==> config.mk <==
export PLATFORM = sky130hd
export DESIGN_NAME = magnetometer_heading
export DESIGN_NICKNAME = d
export VERILOG_FILES = /design/src/design/mh_pkg.sv /design/src/design/mh_front.sv /design/src/design/mh_queue.sv /design/src/design/mh_back.sv /design/src/design/magnetometer_heading.sv
export SDC_FILE = /design/constraint.sdc
export NUM_CORES = 2
export LEC_CHECK = 0
export BUFFER_PORTS_ARGS = -buffer_cell sky130_fd_sc_hd__buf_2
export CAP_MARGIN = 20
export CORE_UTILIZATION = 40
export CTS_BUF_LIST = sky130_fd_sc_hd__clkbuf_8
export DETAILED_ROUTE_END_ITERATION = 12
export GPL_TIMING_DRIVEN = 0
export PLACE_DENSITY = 0.65
export SETUP_SLACK_MARGIN = 0.4
export SYNTH_ARGS = -nofsm -noshare
export SYNTH_HDL_FRONTEND = slang
export SYNTH_SLANG_ARGS = --single-unit
export TNS_END_PERCENT = 100
==> constraint.sdc <==
create_clock -name clk -period 56.1 [get_ports clk]
set_input_delay 14.025 -clock clk [delete_from_list [all_inputs] [get_ports clk]]
set_output_delay 14.025 -clock clk [all_outputs]
set_load 0.05 [all_outputs]
==> src/design/mh_pkg.sv <==
// shared types, widths and constants for the magnetometer heading block
// no dependencies; imported by every module of the block
package mh_pkg;

    // internal datapath widths
    localparam int XY_W     = 20;   // cordic vector components, signed
    localparam int Z_W      = 25;   // cordic angle accumulator, q16 degrees, signed
    localparam int HQ_W     = 26;   // q16 heading before rounding, unsigned
    localparam int Q_FRAC   = 16;   // fraction bits of internal angles
    localparam int TABLE_LEN = 24;  // entries in the arctangent table

    // request queue between front and back
    localparam int QDEPTH  = 4;
    localparam int QPTR_W  = 2;
    localparam int QCNT_W  = 3;

    // q16 angle constants
    localparam logic [HQ_W-1:0] B90_Q16  = HQ_W'(90 * 65536);
    localparam logic [HQ_W-1:0] B270_Q16 = HQ_W'(270 * 65536);
    localparam logic signed [Z_W-1:0] MAX_A_Q16 = Z_W'(90 * 65536);

    // one classified reading
    typedef struct packed {
        logic signed [15:0] x_value;
        logic signed [15:0] y_value;
        logic signed [15:0] z_value;
        logic [15:0]        ax;
        logic [15:0]        ay;
        logic               x_zero;
        logic               y_zero;
        logic               y_pos;
        logic               x_neg;
        logic               same_sign;
    } mh_item_t;

    // queue status seen by both sides
    typedef struct packed {
        logic full;
        logic empty;
    } mh_qstat_t;

    // atan(2^-i) in degrees, q16, rounded to nearest
    function automatic logic [23:0] atan_q16(input logic [4:0] idx);
        logic [23:0] t;
        case (idx)
            5'd0:  t = 24'd2949120;
            5'd1:  t = 24'd1740967;
            5'd2:  t = 24'd919879;
            5'd3:  t = 24'd466945;
            5'd4:  t = 24'd234379;
            5'd5:  t = 24'd117304;
            5'd6:  t = 24'd58666;
            5'd7:  t = 24'd29335;
            5'd8:  t = 24'd14668;
            5'd9:  t = 24'd7334;
            5'd10: t = 24'd3667;
            5'd11: t = 24'd1833;
            5'd12: t = 24'd917;
            5'd13: t = 24'd458;
            5'd14: t = 24'd229;
            5'd15: t = 24'd115;
            5'd16: t = 24'd57;
            5'd17: t = 24'd29;
            5'd18: t = 24'd14;
            5'd19: t = 24'd7;
            5'd20: t = 24'd4;
            5'd21: t = 24'd2;
            5'd22: t = 24'd1;
            default: t = 24'd0;
        endcase
        return t;
    endfunction

endpackage

==> src/design/mh_front.sv <==
// front end: takes a reading, assembles the axes and classifies signs
// depends on mh_pkg; feeds mh_queue
module mh_front
    import mh_pkg::*;
(
    input  logic        clk,
    input  logic        rst_n,
    input  logic        in_valid,
    output logic        in_stall,
    input  logic [7:0]  x_high,
    input  logic [7:0]  x_low,
    input  logic [7:0]  z_high,
    input  logic [7:0]  z_low,
    input  logic [7:0]  y_high,
    input  logic [7:0]  y_low,
    input  mh_qstat_t   q_status,
    output logic        push,
    output mh_item_t    push_item
);

    logic               front_valid_reg;
    logic               front_valid_next;
    mh_item_t           item_reg;
    mh_item_t           item_next;
    logic               accept;
    logic signed [15:0] x_s;
    logic signed [15:0] y_s;

    assign push     = front_valid_reg && !q_status.full;
    assign in_stall = front_valid_reg && !q_status.full ? 1'b0 : front_valid_reg;
    assign accept   = in_valid && !in_stall;

    always_comb
    begin
        x_s = {x_high, x_low};
        y_s = {y_high, y_low};
        item_next.x_value   = x_s;
        item_next.y_value   = y_s;
        item_next.z_value   = {z_high, z_low};
        item_next.ax        = x_s[15] ? 16'(-x_s) : x_s;
        item_next.ay        = y_s[15] ? 16'(-y_s) : y_s;
        item_next.x_zero    = (x_s == 16'sd0);
        item_next.y_zero    = (y_s == 16'sd0);
        item_next.y_pos     = !y_s[15] && (y_s != 16'sd0);
        item_next.x_neg     = x_s[15];
        item_next.same_sign = (x_s[15] == y_s[15]);
    end

    always_comb
    begin
        if (accept)
            front_valid_next = 1'b1;
        else if (push)
            front_valid_next = 1'b0;
        else
            front_valid_next = front_valid_reg;
    end

    always_ff @(posedge clk or negedge rst_n)
    begin
        if (!rst_n)
            front_valid_reg <= 1'b0;
        else
            front_valid_reg <= front_valid_next;
    end

    always_ff @(posedge clk)
    begin
        if (accept)
            item_reg <= item_next;
    end

    assign push_item = item_reg;

endmodule

==> src/design/mh_queue.sv <==
// short request queue between the front end and the cordic back end
// depends on mh_pkg
module mh_queue
    import mh_pkg::*;
(
    input  logic      clk,
    input  logic      rst_n,
    input  logic      push,
    input  mh_item_t  push_item,
    input  logic      pop,
    output mh_item_t  pop_item,
    output mh_qstat_t q_status
);

    mh_item_t            entry_reg [QDEPTH];
    logic [QPTR_W-1:0]   wr_ptr_reg, wr_ptr_next;
    logic [QPTR_W-1:0]   rd_ptr_reg, rd_ptr_next;
    logic [QCNT_W-1:0]   cnt_reg, cnt_next;
    logic                do_push, do_pop;

    assign q_status.full  = (cnt_reg == QCNT_W'(QDEPTH));
    assign q_status.empty = (cnt_reg == '0);
    assign do_push = push && !q_status.full;
    assign do_pop  = pop && !q_status.empty;
    assign pop_item = entry_reg[rd_ptr_reg];

    always_comb
    begin
        wr_ptr_next = do_push ? wr_ptr_reg + 1'b1 : wr_ptr_reg;
        rd_ptr_next = do_pop ? rd_ptr_reg + 1'b1 : rd_ptr_reg;
        cnt_next    = cnt_reg + QCNT_W'(do_push) - QCNT_W'(do_pop);
    end

    always_ff @(posedge clk or negedge rst_n)
    begin
        if (!rst_n)
        begin
            wr_ptr_reg <= '0;
            rd_ptr_reg <= '0;
            cnt_reg    <= '0;
        end
        else
        begin
            wr_ptr_reg <= wr_ptr_next;
            rd_ptr_reg <= rd_ptr_next;
            cnt_reg    <= cnt_next;
        end
    end

    always_ff @(posedge clk)
    begin
        if (do_push)
            entry_reg[wr_ptr_reg] <= push_item;
    end

endmodule

==> src/design/mh_back.sv <==
// back end: pipelined vectoring cordic, heading assembly and output register
// depends on mh_pkg; pops from mh_queue
module mh_back
    import mh_pkg::*;
#(
    parameter int ANGLE_FRAC_BITS = 4,
    parameter int CORDIC_STEPS    = 16
)
(
    input  logic               clk,
    input  logic               rst_n,
    input  mh_qstat_t          q_status,
    input  mh_item_t           pop_item,
    output logic               pop,
    output logic               out_valid,
    input  logic               out_stall,
    output logic [12:0]        heading,
    output logic signed [15:0] x_value,
    output logic signed [15:0] y_value,
    output logic signed [15:0] z_value
);

    localparam int NSTEPS = (CORDIC_STEPS > TABLE_LEN) ? TABLE_LEN : CORDIC_STEPS;
    localparam int SH     = Q_FRAC - ANGLE_FRAC_BITS;
    localparam logic [HQ_W-1:0] RND  = HQ_W'(2 ** (SH - 1));
    localparam logic [HQ_W-1:0] FULL = HQ_W'(360 * (2 ** ANGLE_FRAC_BITS));
    localparam logic [12:0] HEAD_180 = 13'(180 * (2 ** ANGLE_FRAC_BITS));

    logic advance;

    // cordic stages
    logic                  st_valid_reg [NSTEPS+1];
    logic                  st_valid_next [NSTEPS+1];
    logic signed [XY_W-1:0] px_reg [NSTEPS+1];
    logic signed [XY_W-1:0] px_next [NSTEPS+1];
    logic signed [XY_W-1:0] py_reg [NSTEPS+1];
    logic signed [XY_W-1:0] py_next [NSTEPS+1];
    logic signed [Z_W-1:0]  z_reg [NSTEPS+1];
    logic signed [Z_W-1:0]  z_next [NSTEPS+1];
    mh_item_t              it_reg [NSTEPS+1];
    mh_item_t              it_next [NSTEPS+1];

    // heading assembly stage
    logic                  hq_valid_reg, hq_valid_next;
    logic [HQ_W-1:0]       hq_reg, hq_next;
    mh_item_t              hq_item_reg;
    logic signed [Z_W-1:0] a_clamp;

    // output stage
    logic                  out_valid_reg, out_valid_next;
    logic [12:0]           heading_reg, heading_next;
    logic [HQ_W-1:0]       h_round;
    logic [HQ_W-1:0]       h_wrap;
    mh_item_t              out_item_reg;

    assign advance = !out_valid_reg || !out_stall;
    assign pop     = advance && !q_status.empty;

    always_comb
    begin
        st_valid_next[0] = pop;
        px_next[0]       = XY_W'($signed({1'b0, pop_item.ax}));
        py_next[0]       = XY_W'($signed({1'b0, pop_item.ay}));
        z_next[0]        = '0;
        it_next[0]       = pop_item;
    end

    for (genvar k = 0; k < NSTEPS; k++)
    begin : g_step
        logic signed [XY_W-1:0] dx, dy;
        logic signed [Z_W-1:0]  t;
        assign dx = py_reg[k] >>> k;
        assign dy = px_reg[k] >>> k;
        assign t  = Z_W'($signed({1'b0, atan_q16(5'(k))}));
        always_comb
        begin
            st_valid_next[k+1] = st_valid_reg[k];
            it_next[k+1]       = it_reg[k];
            if (py_reg[k] > 0)
            begin
                px_next[k+1] = px_reg[k] + dx;
                py_next[k+1] = py_reg[k] - dy;
                z_next[k+1]  = z_reg[k] + t;
            end
            else
            begin
                px_next[k+1] = px_reg[k] - dx;
                py_next[k+1] = py_reg[k] + dy;
                z_next[k+1]  = z_reg[k] - t;
            end
        end
    end

    // clamp the magnitude angle and place it about the quadrant base
    always_comb
    begin
        if (it_reg[NSTEPS].y_zero || z_reg[NSTEPS] < 0)
            a_clamp = '0;
        else if (z_reg[NSTEPS] > MAX_A_Q16)
            a_clamp = MAX_A_Q16;
        else
            a_clamp = z_reg[NSTEPS];
        if (it_reg[NSTEPS].same_sign)
            hq_next = (it_reg[NSTEPS].x_neg ? B90_Q16 : B270_Q16)
                      + HQ_W'(unsigned'(a_clamp));
        else
            hq_next = (it_reg[NSTEPS].x_neg ? B90_Q16 : B270_Q16)
                      - HQ_W'(unsigned'(a_clamp));
        hq_valid_next = st_valid_reg[NSTEPS];
    end

    // round to the output resolution and wrap a full circle; x zero gives 0 or 180 directly
    always_comb
    begin
        h_round = (hq_reg + RND) >> SH;
        h_wrap  = (h_round >= FULL) ? h_round - FULL : h_round;
        if (hq_item_reg.x_zero)
            heading_next = hq_item_reg.y_pos ? 13'd0 : HEAD_180;
        else
            heading_next = h_wrap[12:0];
        out_valid_next = advance ? hq_valid_reg : out_valid_reg;
    end

    always_ff @(posedge clk or negedge rst_n)
    begin
        if (!rst_n)
        begin
            for (int i = 0; i <= NSTEPS; i++)
                st_valid_reg[i] <= 1'b0;
            hq_valid_reg  <= 1'b0;
            out_valid_reg <= 1'b0;
        end
        else
        begin
            if (advance)
            begin
                st_valid_reg <= st_valid_next;
                hq_valid_reg <= hq_valid_next;
            end
            out_valid_reg <= out_valid_next;
        end
    end

    always_ff @(posedge clk)
    begin
        if (advance)
        begin
            px_reg       <= px_next;
            py_reg       <= py_next;
            z_reg        <= z_next;
            it_reg       <= it_next;
            hq_reg       <= hq_next;
            hq_item_reg  <= it_reg[NSTEPS];
            heading_reg  <= heading_next;
            out_item_reg <= hq_item_reg;
        end
    end

    assign out_valid = out_valid_reg;
    assign heading   = heading_reg;
    assign x_value   = out_item_reg.x_value;
    assign y_value   = out_item_reg.y_value;
    assign z_value   = out_item_reg.z_value;

endmodule

==> src/design/magnetometer_heading.sv <==
// throughput: one request per cycle while out_stall is low, set by the fully pipelined cordic with one stage per step
// a four-entry request queue parts the front end from the cordic back end
// reset: rst_n asynchronous active low clears all valid flags, queue pointers and count
// depends on mh_pkg, mh_front, mh_queue and mh_back
module magnetometer_heading
    import mh_pkg::*;
#(
    parameter int ANGLE_FRAC_BITS = 4,
    parameter int CORDIC_STEPS    = 16
)
(
    input  logic               clk,
    input  logic               rst_n,
    input  logic               in_valid,
    output logic               in_stall,
    input  logic [7:0]         x_high,
    input  logic [7:0]         x_low,
    input  logic [7:0]         z_high,
    input  logic [7:0]         z_low,
    input  logic [7:0]         y_high,
    input  logic [7:0]         y_low,
    output logic               out_valid,
    input  logic               out_stall,
    output logic [12:0]        heading,
    output logic signed [15:0] x_value,
    output logic signed [15:0] y_value,
    output logic signed [15:0] z_value
);

    // quarter-turn headings at the output resolution, used by the checks below
    localparam logic [12:0] HEAD_90  = 13'(90 * (2 ** ANGLE_FRAC_BITS));
    localparam logic [12:0] HEAD_270 = 13'(270 * (2 ** ANGLE_FRAC_BITS));

    // front end to queue
    logic      push;
    mh_item_t  push_item;
    // queue to back end
    logic      pop;
    mh_item_t  pop_item;
    mh_qstat_t q_status;

    // front end: byte assembly, absolute values and sign classes
    mh_front u_front (
        .clk       (clk),
        .rst_n     (rst_n),
        .in_valid  (in_valid),
        .in_stall  (in_stall),
        .x_high    (x_high),
        .x_low     (x_low),
        .z_high    (z_high),
        .z_low     (z_low),
        .y_high    (y_high),
        .y_low     (y_low),
        .q_status  (q_status),
        .push      (push),
        .push_item (push_item)
    );

    // request queue, lets the back end stall without blocking the front end until the queue is full
    mh_queue u_queue (
        .clk       (clk),
        .rst_n     (rst_n),
        .push      (push),
        .push_item (push_item),
        .pop       (pop),
        .pop_item  (pop_item),
        .q_status  (q_status)
    );

    // back end: cordic pipeline, quadrant placement, rounding and wrap
    mh_back #(
        .ANGLE_FRAC_BITS (ANGLE_FRAC_BITS),
        .CORDIC_STEPS    (CORDIC_STEPS)
    ) u_back (
        .clk       (clk),
        .rst_n     (rst_n),
        .q_status  (q_status),
        .pop_item  (pop_item),
        .pop       (pop),
        .out_valid (out_valid),
        .out_stall (out_stall),
        .heading   (heading),
        .x_value   (x_value),
        .y_value   (y_value),
        .z_value   (z_value)
    );

    // a request taken by the front end is always handed on before the next one
    a_front_handoff: assert property (@(posedge clk) disable iff (!rst_n)
        (in_valid && !in_stall) |=> (push || in_stall))
        else $error("front end dropped or stalled a request incorrectly");

    // x zero with y positive points north
    a_north: assert property (@(posedge clk) disable iff (!rst_n)
        (out_valid && x_value == 16'sd0 && !y_value[15] && y_value != 16'sd0)
        |-> (heading == 13'd0))
        else $error("heading wrong for x zero, y positive");

    // y zero puts the heading on the quadrant base
    a_y_axis: assert property (@(posedge clk) disable iff (!rst_n)
        (out_valid && y_value == 16'sd0 && x_value != 16'sd0)
        |-> (heading == (x_value[15] ? HEAD_90 : HEAD_270)))
        else $error("heading wrong for y zero");

endmodule

# After elaboration in Yosys (flattened, before gate mapping)
# Memories as Yosys holds them, arrays and structs flattened. A register that Yosys moved wholly into a read port is not among the register bits.
# Index checks and enable logic that the tools add are counted.
# W data, S select, Z words.
# op_classes
add_sub_neg,97
order_cmp,19
n_eq_ne,2
muxes,58
reduce_logical,18
# ops
operator,n
$mux W20,29
$mux W25,19
$gt A20 B1 Y1 const B,15
$add A20 B10 Y20,2
$add A20 B11 Y20,2
$add A20 B12 Y20,2
$add A20 B13 Y20,2
$add A20 B14 Y20,2
$add A20 B15 Y20,2
$add A20 B16 Y20,2
$add A20 B17 Y20,2
$add A20 B18 Y20,2
$add A20 B19 Y20,2
$add A20 B7 Y20,2
$add A20 B8 Y20,2
$add A20 B9 Y20,2
$sub A20 B10 Y20,2
$sub A20 B11 Y20,2
$sub A20 B12 Y20,2
$sub A20 B13 Y20,2
$sub A20 B14 Y20,2
$sub A20 B15 Y20,2
$sub A20 B16 Y20,2
$sub A20 B17 Y20,2
64 further kinds,89
# word_totals
regBits,2077
mem_bits_rw,340
inputBits,52
out_inout_bits,63
wordCells,413
n_memories,1
# memory_table
memory,words,word_bits,read_ports,rd_ports_with_merged_regs,wr,line,source
u_queue.entry_reg,4,85,1,1,1,mh_queue.sv:15,mh_item_t entry_reg [QDEPTH];

# Longest topological paths before layout
# depth
word_depth,7
ltp_mapped,22
ltp_nobuf,21

# Cells and area by module
# From an unflattened synthesis, not the netlist that was laid out.
# unflattened
cells_unflattened,9502
area_unflattened_um2,123632.3
# by_module_without_submodules
module,n_inst,cells_per_inst,area_each_um2,seq_area_each_um2
mh_back,1,8824,107590.7,59572.1
mh_queue,1,486,12752.2,10385.0
mh_front,1,192,3289.4,2487.4

# Worst setup path after synthesis
# Ideal clock, no wire load.
# synth_timing
kind,input to register
startpoint,in out_stall
endpoint,"reg u_back.st_valid_reg, in the netlist u_back.hq_valid_next"
setup_ns,0.234
t_arrival_ns,73.330
t_required_ns,55.866
setup_slack_ns,-17.465
cell_stages,3
path_buffers,1
cell_sequence,nand2_1 -> clkbuf_1 -> mux2_2
# synth_via
elab_chain_len,2
# synth_rtl
item,line,source
"start, declared",magnetometer_heading.sv:23,"input logic out_stall,"
$logic_not A1 Y1,mh_back.sv:56,assign advance = !out_valid_reg || !out_stall;
$logic_or A1 B1 Y1,mh_back.sv:56,
"end signal, assigned",mh_back.sv:137,st_valid_reg <= st_valid_next;
"end, declared",mh_back.sv:32,logic st_valid_reg [NSTEPS+1];
# No other way between the ends.
# A chain may end at the register's enable or synchronous reset.

# Final worst setup path
# layout_timing
startpoint,in out_stall
endpoint,"reg u_back.z_reg[24] (netlist bit), enable pin"
# layout_via
elab_chain_len,2
# layout_rtl
item,line,source
$logic_not A1 Y1,mh_back.sv:56,
$logic_or A1 B1 Y1,mh_back.sv:56,
"end signal, assigned",mh_back.sv:150,z_reg <= z_next;
"end, declared",mh_back.sv:38,logic signed [Z_W-1:0] z_reg [NSTEPS+1];
# No other way between the ends.

==> results.toml <==
[layout]
regArea_um2 = 71510
drive_gt1_share_pct = 8.718
largest_reg_flops = 832
final_util_pct = 45.09
num-fill-cells = 26690
syn2layout_area_growth_pct = 11.86
multi_input_area_um2 = 47900
finalNetCount = 10810

[setup_path]
worstPathArrival_ns = 18.68
cp_slowest_stage_delay_ns = 0.50
cp_cell_sequence = "buf_2, nand2_1, clkbuf_8, buf_16, buf_16, buf_16, buf_16, buf_16, buf_16, buf_16, buf_16"
end_kind = "register"
crit_fanout = 126
critical_path.slowest_cell = "buf_16"
startpoint_type = "input pin"
crit_top_cell = "buf_16"
required_ns = 56.71
criticalPathCategory = "in -> reg"

[global_route]
met1_usage_pct = 18.19
grt_busiest_layer = "met2"
grt_max_degree = 131
use_met2_pct = 28.90
grt_util_met3_pct = 2.214
grt_pass1_vias = 73980
grt_pass1_wl_mm = 388.5
grt_use_total_pct = 15.66
grt-ovfl-total = 0
antenna_found_initial = 3

[routing]
antenna_left = 0
drt-total-wl_mm = 245.8
drc = 0
avgViaCountPerCell = 5.178
dr.first_iter.drc_count = 3923
wire_per_inst_um = 17.46
drt-pass1-iter-count = 6
vias = 72900

[clock_tree]
tritoncts = "yes"
hold_buffers = 0
numCtsBuffers = 404
clkTransAtPathRegs_ns = 0.06
cts.path.max_buffers = 4
post_cts_resized = 0
cts_sinks = 2386
htree_levels = 5
clock_tree.root_cell = "clkbuf_8"
insertion_delay_ns = 1.07
post_cts_buffers = 0

[place]
hpwlAfterDp_mm = 178.6
gp_congestion = 0.8765
portBuffers = 114
pre_cts_ws_ns = 36.89

[timing]
hold_viol = 0
setup_viol_count_final = 0
finClkSkew_ns = 0.1071
fin_crit_ns = 18.06
tns_ns = 0
whs_ns = 0.3776
maxSlewHeadroom_pct = 24.25
fmax_ghz = 0.05537
tightest_slew_ns = 1.120
fin_crit_sh_pct = 32.19
rsz0062_at_grt = "no"
fin_ws_ns = 38.04
slew_violations = 0

[yosys]
synthCells = 9224
synth-edff-count = 2359
synth_top_area_cell = "edfxtp_1"
ys_seq_area_share_pct = 59.03
ys.flop_type = "edfxtp_1"
synth_most_common_cell = "edfxtp_1"
synthTopCellsByArea = "edfxtp_1 (58%), ha_1 (9.6%), xnor2_1 (5.6%)"
synth_area_per_cell_um2 = 13.13
yosys_warnings = 0
yosys.area.top_type_share_pct = 58.47
synthesis.nets = 10250
syn_area_um2 = 121100
async_reset_ff_share_pct = 1.132
synth_cell_types = 98
synth.cells.most_frequent = "edfxtp_1 (2,359), ha_1 (931), xnor2_1 (772)"
yosys_register_bits = 2386

[floorplan]
die_h_um = 552.3
rows = 201
die_w_um = 552.3
die-area_um2 = 305100
pin_count = 115
initial_utilization_pct = 40.31
core_um2 = 300500

[job]
maxCapViolCount = 0

[hold_path]
hold_path.class = "reg -> reg"

[status]
status = "complete, no violations"
==> path summary, 6_finish.rpt <==
path,cells past startpoint,endpoint,from,slack [ns]
min in group asynchronous,1,u_back.hq_valid_next,rst_n,12.95
hold / removal,0,u_back.it_next[1085],u_back.it_next[1170],0.38
max in group asynchronous,1,u_queue.wr_ptr_reg[1],rst_n,42.73
hold reg to reg,0,u_back.it_next[1085],u_back.it_next[1170],0.38
setup reg to reg,21,u_back.g_step[14].dx[4],u_back.g_step[13].dx[0],48.66
setup / recovery,11,u_back.z_reg[24],out_stall,38.04
==> placed cells by master, fill, tap and decap left out, types with 90 or more instances in the layout <==
master and count:
nand2b_1 122, xnor2_1 772, o31ai_1 107, nor3_1 196, clkinv_1 115, xor2_1 319
nor2b_1 112, o21bai_1 95, ha_1 931, inv_1 454, nor2_1 636, nand2_1 475
o21a_1 128, nand3_1 132, clkbuf_1 90, a21o_1 227, clkbuf_8 409, edfxtp_1 2359
a21oi_1 642, buf_2 118, o21ai_0 433
==> cells by family after synthesis <==
logic type | Yosys count | synth area share, %
AND/OR/NAND/NOR | 2106 | 8.441
XOR/XNOR | 1093 | 7.929
buffers and inverters | 464 | 1.454
flip-flops | 2386 | 59.03
adder cells (fa/ha/maj) | 974 | 10.33
AO/OA/AOI/OAI | 2071 | 10.87
multiplexers | 130 | 1.949
==> through the flow <==
| step | instance area (um^2) | cells |
|---|---|---|
| floorplan | 121100 | 9224 |
| global placement | 126700 | 13300 |
| detailed placement | 127600 | 13330 |
| CTS | 135500 | 14070 |
| global route | 135500 | 14080 |
| finish | 135500 | 14080 |
==> layout make-up <==
cell class | instances | share of cell area (%)
Antenna cell | 4 | 0.007387
Buffer | 115 | 0.3342
Clock buffer | 408 | 4.144
Clock inverter | 331 | 1.673
Inverter | 349 | 0.9759
Multi-Input combinational cell | 6374 | 35.35
Sequential cell | 2386 | 52.77
Tap cell | 3958 | 3.654
Timing Repair Buffer | 154 | 1.093
==> critical path: cells and delay by family <==
kind	cells	cell delay, ns
buffers and inverters	10	3.89
AND/OR/NAND/NOR	1	0.08
==> per-layer routing <==
metal / up-vias / part of all wire [%]
met4: 0 / 3.4
met2: 1283 / 51
li1: 36150 / -
met1: 34950 / 42
met5: - / 0
met3: 518 / 3.5
Power is not shown: default switching activity piles up to over one toggle a cycle in this logic, so the estimate is an artifact.
